File: src/m4tu_pkg.sv
// package for the 4x4 matrix transform unit
// holds payload structs, mode codes, widths and fixed-point helpers; no dependencies
package m4tu_pkg;

   localparam int ELEMENT_WIDTH = 32;
   localparam int FRAC_BITS     = 16;
   localparam int PROD_WIDTH    = 2 * ELEMENT_WIDTH;
   localparam int ACC_WIDTH     = PROD_WIDTH + 2;
   localparam int QUEUE_DEPTH   = 2;

   typedef enum logic [2:0] {
      MODE_WRITE     = 3'd0,
      MODE_CLEAR     = 3'd1,
      MODE_IDENTITY  = 3'd2,
      MODE_TRANSPOSE = 3'd3,
      MODE_MULTIPLY  = 3'd4,
      MODE_READ      = 3'd5
   } mode_type;

   typedef struct packed {
      logic [2:0]         mode;
      logic [3:0]         elem_index;
      logic signed [31:0] elem_value;
   } req_type;

   typedef struct packed {
      logic [3:0]         read_index;
      logic signed [31:0] read_value;
   } rsp_type;

   // command handed from front to back
   typedef struct packed {
      mode_type                  op;
      logic [3:0]                index;
      logic [ELEMENT_WIDTH-1:0]  value;
   } cmd_type;

   localparam logic signed [ELEMENT_WIDTH-1:0] ELEM_MAX =
      {1'b0, {(ELEMENT_WIDTH-1){1'b1}}};
   localparam logic signed [ELEMENT_WIDTH-1:0] ELEM_MIN =
      {1'b1, {(ELEMENT_WIDTH-1){1'b0}}};

   // identity one, clipped to the largest element value
   localparam logic [ELEMENT_WIDTH-1:0] ELEM_ONE =
      (FRAC_BITS >= ELEMENT_WIDTH - 1) ? ELEM_MAX :
      ELEMENT_WIDTH'(64'd1 << FRAC_BITS);

   // shift a sum right and saturate to element width
   function automatic logic [ELEMENT_WIDTH-1:0] finish_sum(
      input logic signed [ACC_WIDTH-1:0] acc);
      logic signed [ACC_WIDTH-1:0] sh;
      sh = acc >>> FRAC_BITS;
      if (sh > ACC_WIDTH'(ELEM_MAX))      finish_sum = ELEM_MAX;
      else if (sh < ACC_WIDTH'(ELEM_MIN)) finish_sum = ELEM_MIN;
      else                                finish_sum = sh[ELEMENT_WIDTH-1:0];
   endfunction

endpackage

File: src/m4tu_front.sv
// front part: accepts items, drops unused modes, queues commands for the back part
// depends on m4tu_pkg
module m4tu_front import m4tu_pkg::*; (
   input  logic    clock,
   input  logic    reset,
   input  logic    req_push,
   input  req_type req_data,
   output logic    full,
   input  logic    cmd_pop,
   output logic    cmd_valid,
   output cmd_type cmd_data
);

   cmd_type    queue_ff [QUEUE_DEPTH];
   logic       wr_ptr_ff, wr_ptr_in, rd_ptr_ff, rd_ptr_in;
   logic [1:0] count_ff, count_in;
   logic       accept, useful, put, take;
   cmd_type    cmd_new;

   // classify the item
   always_comb begin
      useful = (req_data.mode <= MODE_READ);
      cmd_new.op    = mode_type'(req_data.mode);
      cmd_new.index = req_data.elem_index;
      cmd_new.value = ELEMENT_WIDTH'(req_data.elem_value);
   end

   assign full      = (count_ff == 2'(QUEUE_DEPTH));
   assign accept    = req_push && !full;
   assign put       = accept && useful;
   assign cmd_valid = (count_ff != 2'd0);
   assign take      = cmd_pop && cmd_valid;
   assign cmd_data  = queue_ff[rd_ptr_ff];

   // pointer and count update
   always_comb begin
      wr_ptr_in = put  ? ~wr_ptr_ff : wr_ptr_ff;
      rd_ptr_in = take ? ~rd_ptr_ff : rd_ptr_ff;
      count_in  = count_ff + 2'(put) - 2'(take);
   end

   always_ff @(posedge clock) begin
      if (reset) begin
         wr_ptr_ff <= 1'b0;
         rd_ptr_ff <= 1'b0;
         count_ff  <= 2'd0;
      end else begin
         wr_ptr_ff <= wr_ptr_in;
         rd_ptr_ff <= rd_ptr_in;
         count_ff  <= count_in;
      end
      if (put) queue_ff[wr_ptr_ff] <= cmd_new;
   end

endmodule

File: config.mk
export PLATFORM = sky130hd
export DESIGN_NAME = m4tu_front
export DESIGN_NICKNAME = d
export VERILOG_FILES = /design/src/m4tu_pkg.sv /design/src/m4tu_front.sv
export SDC_FILE = /design/constraint.sdc
export NUM_CORES = 1
export LEC_CHECK = 0
export BUFFER_PORTS_ARGS = -buffer_cell sky130_fd_sc_hd__buf_2
export CORE_ASPECT_RATIO = 1.1
export CORE_MARGIN = 2
export CORE_UTILIZATION = 30
export DETAILED_ROUTE_END_ITERATION = 10
export GPL_TIMING_DRIVEN = 0
export PLACE_DENSITY = 0.54
export SETUP_SLACK_MARGIN = 0.05
export SLEW_MARGIN = 10
export SYNTH_ARGS = -nofsm -noshare
export SYNTH_HDL_FRONTEND = slang
export SYNTH_SLANG_ARGS = --single-unit
File: constraint.sdc
create_clock -name clock -period 3.29 [get_ports clock]
set_input_delay 0.329 -clock clock [delete_from_list [all_inputs] [get_ports clock]]
set_output_delay 0.329 -clock clock [all_outputs]
set_load 0.01 [all_outputs]
* Word-level counts from Yosys, hierarchy flattened *
Memory sizes are Yosys's and may differ from the RTL's. A register that Yosys moved wholly into a read port is not among the register bits.
Index checks and enable logic that the tools add are counted.

cells by class
  equality and inequality tests = 1
  bitwise operators = 2
  $lt $le $gt $ge = 1
  mux-type cells = 4
  add/sub/neg operators = 2
  reduce and logical (&&, ||, !) cells = 5

operators by type and width
  operator                                                number
  1-bit 2-to-1 mux                                        4
  3-bit less-or-equal comparator (second input constant)  1
  1-bit logical AND                                       3
  2-bit by 1-bit adder with 2-bit output                  1
  2-bit equality test (second input constant)             1
  1-bit NOT                                               2
  2-bit nonzero test                                      1
  2-bit by 1-bit subtractor with 2-bit output             1
  1-bit logical NOT                                       1

word-level totals
  memories = 1
  output and inout port bits = 41
  RAM bits = 78
  bits of input ports = 43
  register bits = 4

memory list
  name      depth  bits a word  read ports  clocked after memory_dff  write ports  RTL line          RTL
  queue_ff  2      39           1           1                         1            m4tu_front.sv:14  cmd_type queue_ff [QUEUE_DEPTH];

* Depth between registers and ports, before layout *
  word-level depth = 6
  mapped depth = 8

* Least setup slack after synthesis *
Ideal clock, no wire load.

  path type = reg-to-reg
  from = register count_ff[1]
  to = memory queue_ff[0][0] (netlist name) (enable)
  data required time = 2.855 ns
  stages on the path, launching flop included = 4
  clock period less this slack = 2.716 ns
  buffers on the path = 0
  path slack = 0.574 ns
  library setup time = 0.435 ns
  data arrival time = 2.281 ns
  cells stage by stage = dfxtp_1 -> nor2b_4 -> nand3b_4 -> nor2_1

on the way
  cells in the longest elaborated chain, start to end = 6

RTL lines
  what                                    RTL line          RTL
  start: declaration                      m4tu_front.sv:16  logic [1:0] count_ff, count_in;
  start signal: assignment                m4tu_front.sv:50  count_ff <= count_in;
  2-bit equality test                     m4tu_front.sv:28  assign full = (count_ff == 2'(QUEUE_DEPTH));
  via full                                m4tu_front.sv:8   output logic full,
  1-bit logical NOT                       m4tu_front.sv:29  assign accept = req_push && !full;
  1-bit logical AND                       m4tu_front.sv:29
  1-bit logical AND                       m4tu_front.sv:30  assign put = accept && useful;
  1-bit 2-to-1 mux                        m4tu_front.sv:52  if (put) queue_ff[wr_ptr_ff] <= cmd_new;
  1-bit 2-to-1 mux (implied by the code)  m4tu_front.sv:52
  end: declaration                        m4tu_front.sv:14

The timed path passes the listed nets, and every way through them passes these cells.

==> metrics.txt <==
# TYPE chip_impl_metric gauge
chip_impl_metric{name="synth.net_count",unit=""} 193
chip_impl_metric{name="mappedNetlistArea",unit="um2"} 3110
chip_impl_metric{name="report.final.setup_viol",unit=""} 0
chip_impl_metric{name="vdd_drop_max",unit="mV"} 0.368
chip_impl_metric{name="cts_resized",unit=""} 0
chip_impl_metric{name="cts_max_path_buffers",unit=""} 2
chip_impl_metric{name="yosysTopAreaCellShare",unit=""} 0.752
chip_impl_metric{name="final_layout_size_suffix_gt1_frac",unit=""} 0.594
chip_impl_metric{name="std_cell_rows",unit=""} 39
chip_impl_metric{name="floorplan.core_area",unit="um2"} 10200
chip_impl_metric{name="crit_fanout",unit=""} 10
chip_impl_metric{name="ff_latch_area",unit="um2"} 2440
chip_impl_info{name="post-synth-top-area-cell",value="edfxtp_1"} 1
chip_impl_metric{name="antenna_found_initial",unit=""} 0
chip_impl_info{name="top_metal_layer_carrying_routed_signals",value="met4"} 1
chip_impl_metric{name="net-switching-power",unit="mW"} 0.837
chip_impl_metric{name="initial_standard_cell_utilization_of_the_core",unit=""} 0.304
chip_impl_metric{name="worstPathArrival",unit="ns"} 1.55
chip_impl_metric{name="gr-usage-all-layers",unit=""} 0.0997
chip_impl_info{name="outcome",value="finished clean"} 1
chip_impl_metric{name="grt_start_max_net_pins",unit=""} 22
chip_impl_metric{name="grt_pass1_wl",unit="mm"} 8.10
chip_impl_metric{name="yosysUniqueCellTypes",unit=""} 19
chip_impl_info{name="worstSetupEndpointType",value="output port"} 1
chip_impl_metric{name="wl",unit="mm"} 5.36
chip_impl_metric{name="layout_worst_path_cycle_share",unit=""} 0.570
chip_impl_metric{name="routed_wire_length_per_instance",unit="um"} 14.4
chip_impl_info{name="path_class",value="reg -> out"} 1
chip_impl_metric{name="wl_met3",unit="um"} 320
chip_impl_metric{name="fp.dieArea",unit="um2"} 11200
chip_impl_metric{name="timing.fmax",unit="GHz"} 0.533
chip_impl_metric{name="netlist_instances",unit=""} 148
chip_impl_metric{name="number_of_nets_with_antenna_violations_after_detailed_routing",unit=""} 0
chip_impl_metric{name="clock_latency",unit="ns"} 0.33
chip_impl_metric{name="postSynthRegisterBits",unit=""} 83
chip_impl_metric{name="critPathRequiredTime",unit="ns"} 2.96
chip_impl_metric{name="detail_route.vias_per_cell",unit=""} 4.34
chip_impl_metric{name="maxCapViolations",unit=""} 0
chip_impl_metric{name="cts_hold_buf",unit=""} 0
chip_impl_metric{name="drt_drc_violations_left",unit=""} 0
chip_impl_info{name="clock_tree_from_tritoncts",value="done"} 1
chip_impl_metric{name="layoutNonFillerInstCount",unit=""} 372
chip_impl_metric{name="first_global_vias",unit=""} 1621
chip_impl_metric{name="synth-edff-count",unit=""} 78
chip_impl_metric{name="diodes",unit=""} 0
chip_impl_metric{name="slew_headroom",unit=""} 0.525
chip_impl_metric{name="chip_width",unit="um"} 101
chip_impl_metric{name="syn_to_final_growth",unit="%"} 29.7
chip_impl_metric{name="finalCriticalPeriod",unit="ns"} 1.88
chip_impl_metric{name="switching_share_of_power",unit=""} 0.264
chip_impl_metric{name="dp_cells",unit=""} 356
chip_impl_metric{name="drt_pass1_iterations",unit=""} 2
chip_impl_info{name="cp_startpoint_kind",value="flop"} 1
chip_impl_metric{name="slew_violations",unit=""} 0
chip_impl_metric{name="intPower",unit="mW"} 2.33
chip_impl_info{name="postSynth.topFlopCell",value="edfxtp_1"} 1
chip_impl_metric{name="dr_total_vias",unit=""} 1614
chip_impl_metric{name="regToRegSetupSlack",unit="ns"} 1.49
chip_impl_metric{name="detailedPlacementHpwl",unit="mm"} 3.52
chip_impl_metric{name="top_level_ports",unit=""} 84
chip_impl_metric{name="final-hold-violation-count",unit=""} 0
chip_impl_info{name="cts.root.buffer_cell",value="clkbuf_16"} 1
chip_impl_metric{name="fillerInstances",unit=""} 974
chip_impl_metric{name="setup_slack",unit="ns"} 1.41
chip_impl_metric{name="clkTransAtPathRegs",unit="ns"} 0.06
chip_impl_metric{name="die_h",unit="um"} 111
chip_impl_metric{name="setup_clock_skew_after_layout",unit="ns"} 0.00505
chip_impl_info{name="synth.top_cells.by_area",value="edfxtp_1, mux2_2, mux2_4"} 1
chip_impl_metric{name="wl_met1",unit="mm"} 2.24
chip_impl_metric{name="cts-htree-levels",unit=""} 3
chip_impl_metric{name="number_of_setup_buffers_added_after_cts",unit=""} 0
chip_impl_metric{name="synth_seq_area_share",unit=""} 0.785
chip_impl_metric{name="syn_avg_cell_area",unit="um2"} 21.0
chip_impl_info{name="grt_setup_unrepaired",value="no"} 1
chip_impl_metric{name="pwr-share-clk",unit=""} 0.301
chip_impl_metric{name="clock-sinks",unit=""} 83
chip_impl_metric{name="share_seq_of_total_power",unit=""} 0.430
chip_impl_metric{name="power.density",unit="nW/um2"} 786
chip_impl_info{name="min_path_type",value="in -> reg"} 1
chip_impl_metric{name="comb_power_share",unit=""} 0.269
chip_impl_metric{name="detail_route.iter0.violations",unit=""} 56
chip_impl_metric{name="yosysWarnings",unit=""} 0
chip_impl_info{name="synth.cells.most_frequent",value="edfxtp_1, mux2_2, mux2_4, nor2_1, dfxtp_1"} 1
chip_impl_metric{name="globalplace.congestion",unit=""} 0.657
chip_impl_metric{name="dpl_worst_slack",unit="ns"} 1.42
chip_impl_metric{name="fraction_of_synthesis_flops_using_an_asynchronous_set_or_reset_pin",unit=""} 0
chip_impl_metric{name="overflow_after_grt",unit=""} 0
chip_impl_metric{name="worst_pin_slew",unit="ns"} 0.710
chip_impl_metric{name="buffer_ports.inserted",unit=""} 83
chip_impl_metric{name="power_leakage",unit="nW"} 1.54
chip_impl_metric{name="finish.net_count",unit=""} 289
chip_impl_info{name="synth_most_common_cell",value="edfxtp_1"} 1
chip_impl_metric{name="area_occupied_by_multi_input_gates",unit="um2"} 646
chip_impl_metric{name="tritoncts.num_buffers",unit=""} 9
chip_impl_metric{name="met2RoutedLength",unit="mm"} 2.67
-- cells by family (layout without fill, tap and decap cells) --
family,Yosys count,after routing,share of synthesized area
DFF,83,83,0.785
muxes,40,40,0.158
and+or+nand+nor,14,14,0.0285
buffers and inverters,6,107,0.0129
adders and majority gates,2,2,0.00804
xor gates and xnor gates,2,2,0.00563
AOI/OAI and AO/OA,1,1,0.00241
-- worst max-delay path: stages (launching register included) --
cell     delay (ns)
dfxtp_1        0.37
buf_6          0.18
buf_6          0.20
mux2_4         0.32
buf_2          0.14
-- power groups by stage --
stage / clock network [mW] / registers (mW) / logic [mW]
2_1_floorplan: 0 / 1.38 / 0.555
3_3_place_gp: 0 / 1.39 / 0.838
3_5_place_dp: 0 / 1.39 / 0.879
4_1_cts: 0.984 / 1.37 / 0.882
5_1_grt: 1.03 / 1.38 / 0.935
6_report: 0.955 / 1.36 / 0.853
-- sequential cells by signal (all words and copies together) (netlist names), named ones only --
name,count
rd_ptr_ff,1
queue_ff,78
count_ff,2
wr_ptr_ff,1
-- layer usage --
metal,vias up,global-route usage
li1,766,-
met1,788,0.113
met2,49,0.159
met3,11,0.0366
met4,0,0.0568
met5,-,0
-- cells in the final DEF, fill, tap and decap left out, drive strengths merged --
master,netlist,layout
ha,2,2
nor2,7,7
xor2,1,1
nor3,1,1
nand2,1,1
xnor2,1,1
nor2b,2,2
o21a,1,1
clkinv,0,5
clkinvlp,0,1
edfxtp,78,78
dfxtp,5,5
or2,1,1
clkbuf,0,9
bufinv,0,1
and2,1,1
mux2,40,40
buf,4,89
nand3b,1,1
inv,2,2
-- cell type report --
cell class | instances | share of cell area
Clock buffer | 9 | 0.0558
Multi-Input combinational cell | 59 | 0.160
Inverter | 2 | 0.00186
Sequential cell | 83 | 0.605
Tap cell | 123 | 0.0381
Timing Repair Buffer | 85 | 0.117
Clock inverter | 7 | 0.0146
Buffer | 4 | 0.00806
-- metrics by stage --
step,hold WS [ns],cell area (um2),TNS [ns],power [mW],utilization
floorplan,0.401,3110,0,1.94,-
global placement,0.500,3680,-51.30,2.23,0.359
finish,0.182,4040,0,3.17,0.394
global route,0.169,4040,0,3.34,0.394
detailed placement,0.510,3750,0,2.27,0.366
CTS,0.169,4040,0,3.23,0.394
-- worst paths after layout --
| kind | start | endpoint | cells after the start |
|---|---|---|---|
| worst max-delay path | flop | cmd_data[37] | 4 |
| worst max register to register | count_ff[1] | queue_ff[0][14] | 4 |
| worst min register to register | rd_ptr_ff | flop | 2 |
| worst min-delay path | req_data[4] | queue_ff[1][4] | 1 |
Power figures use the tool's default switching activity.
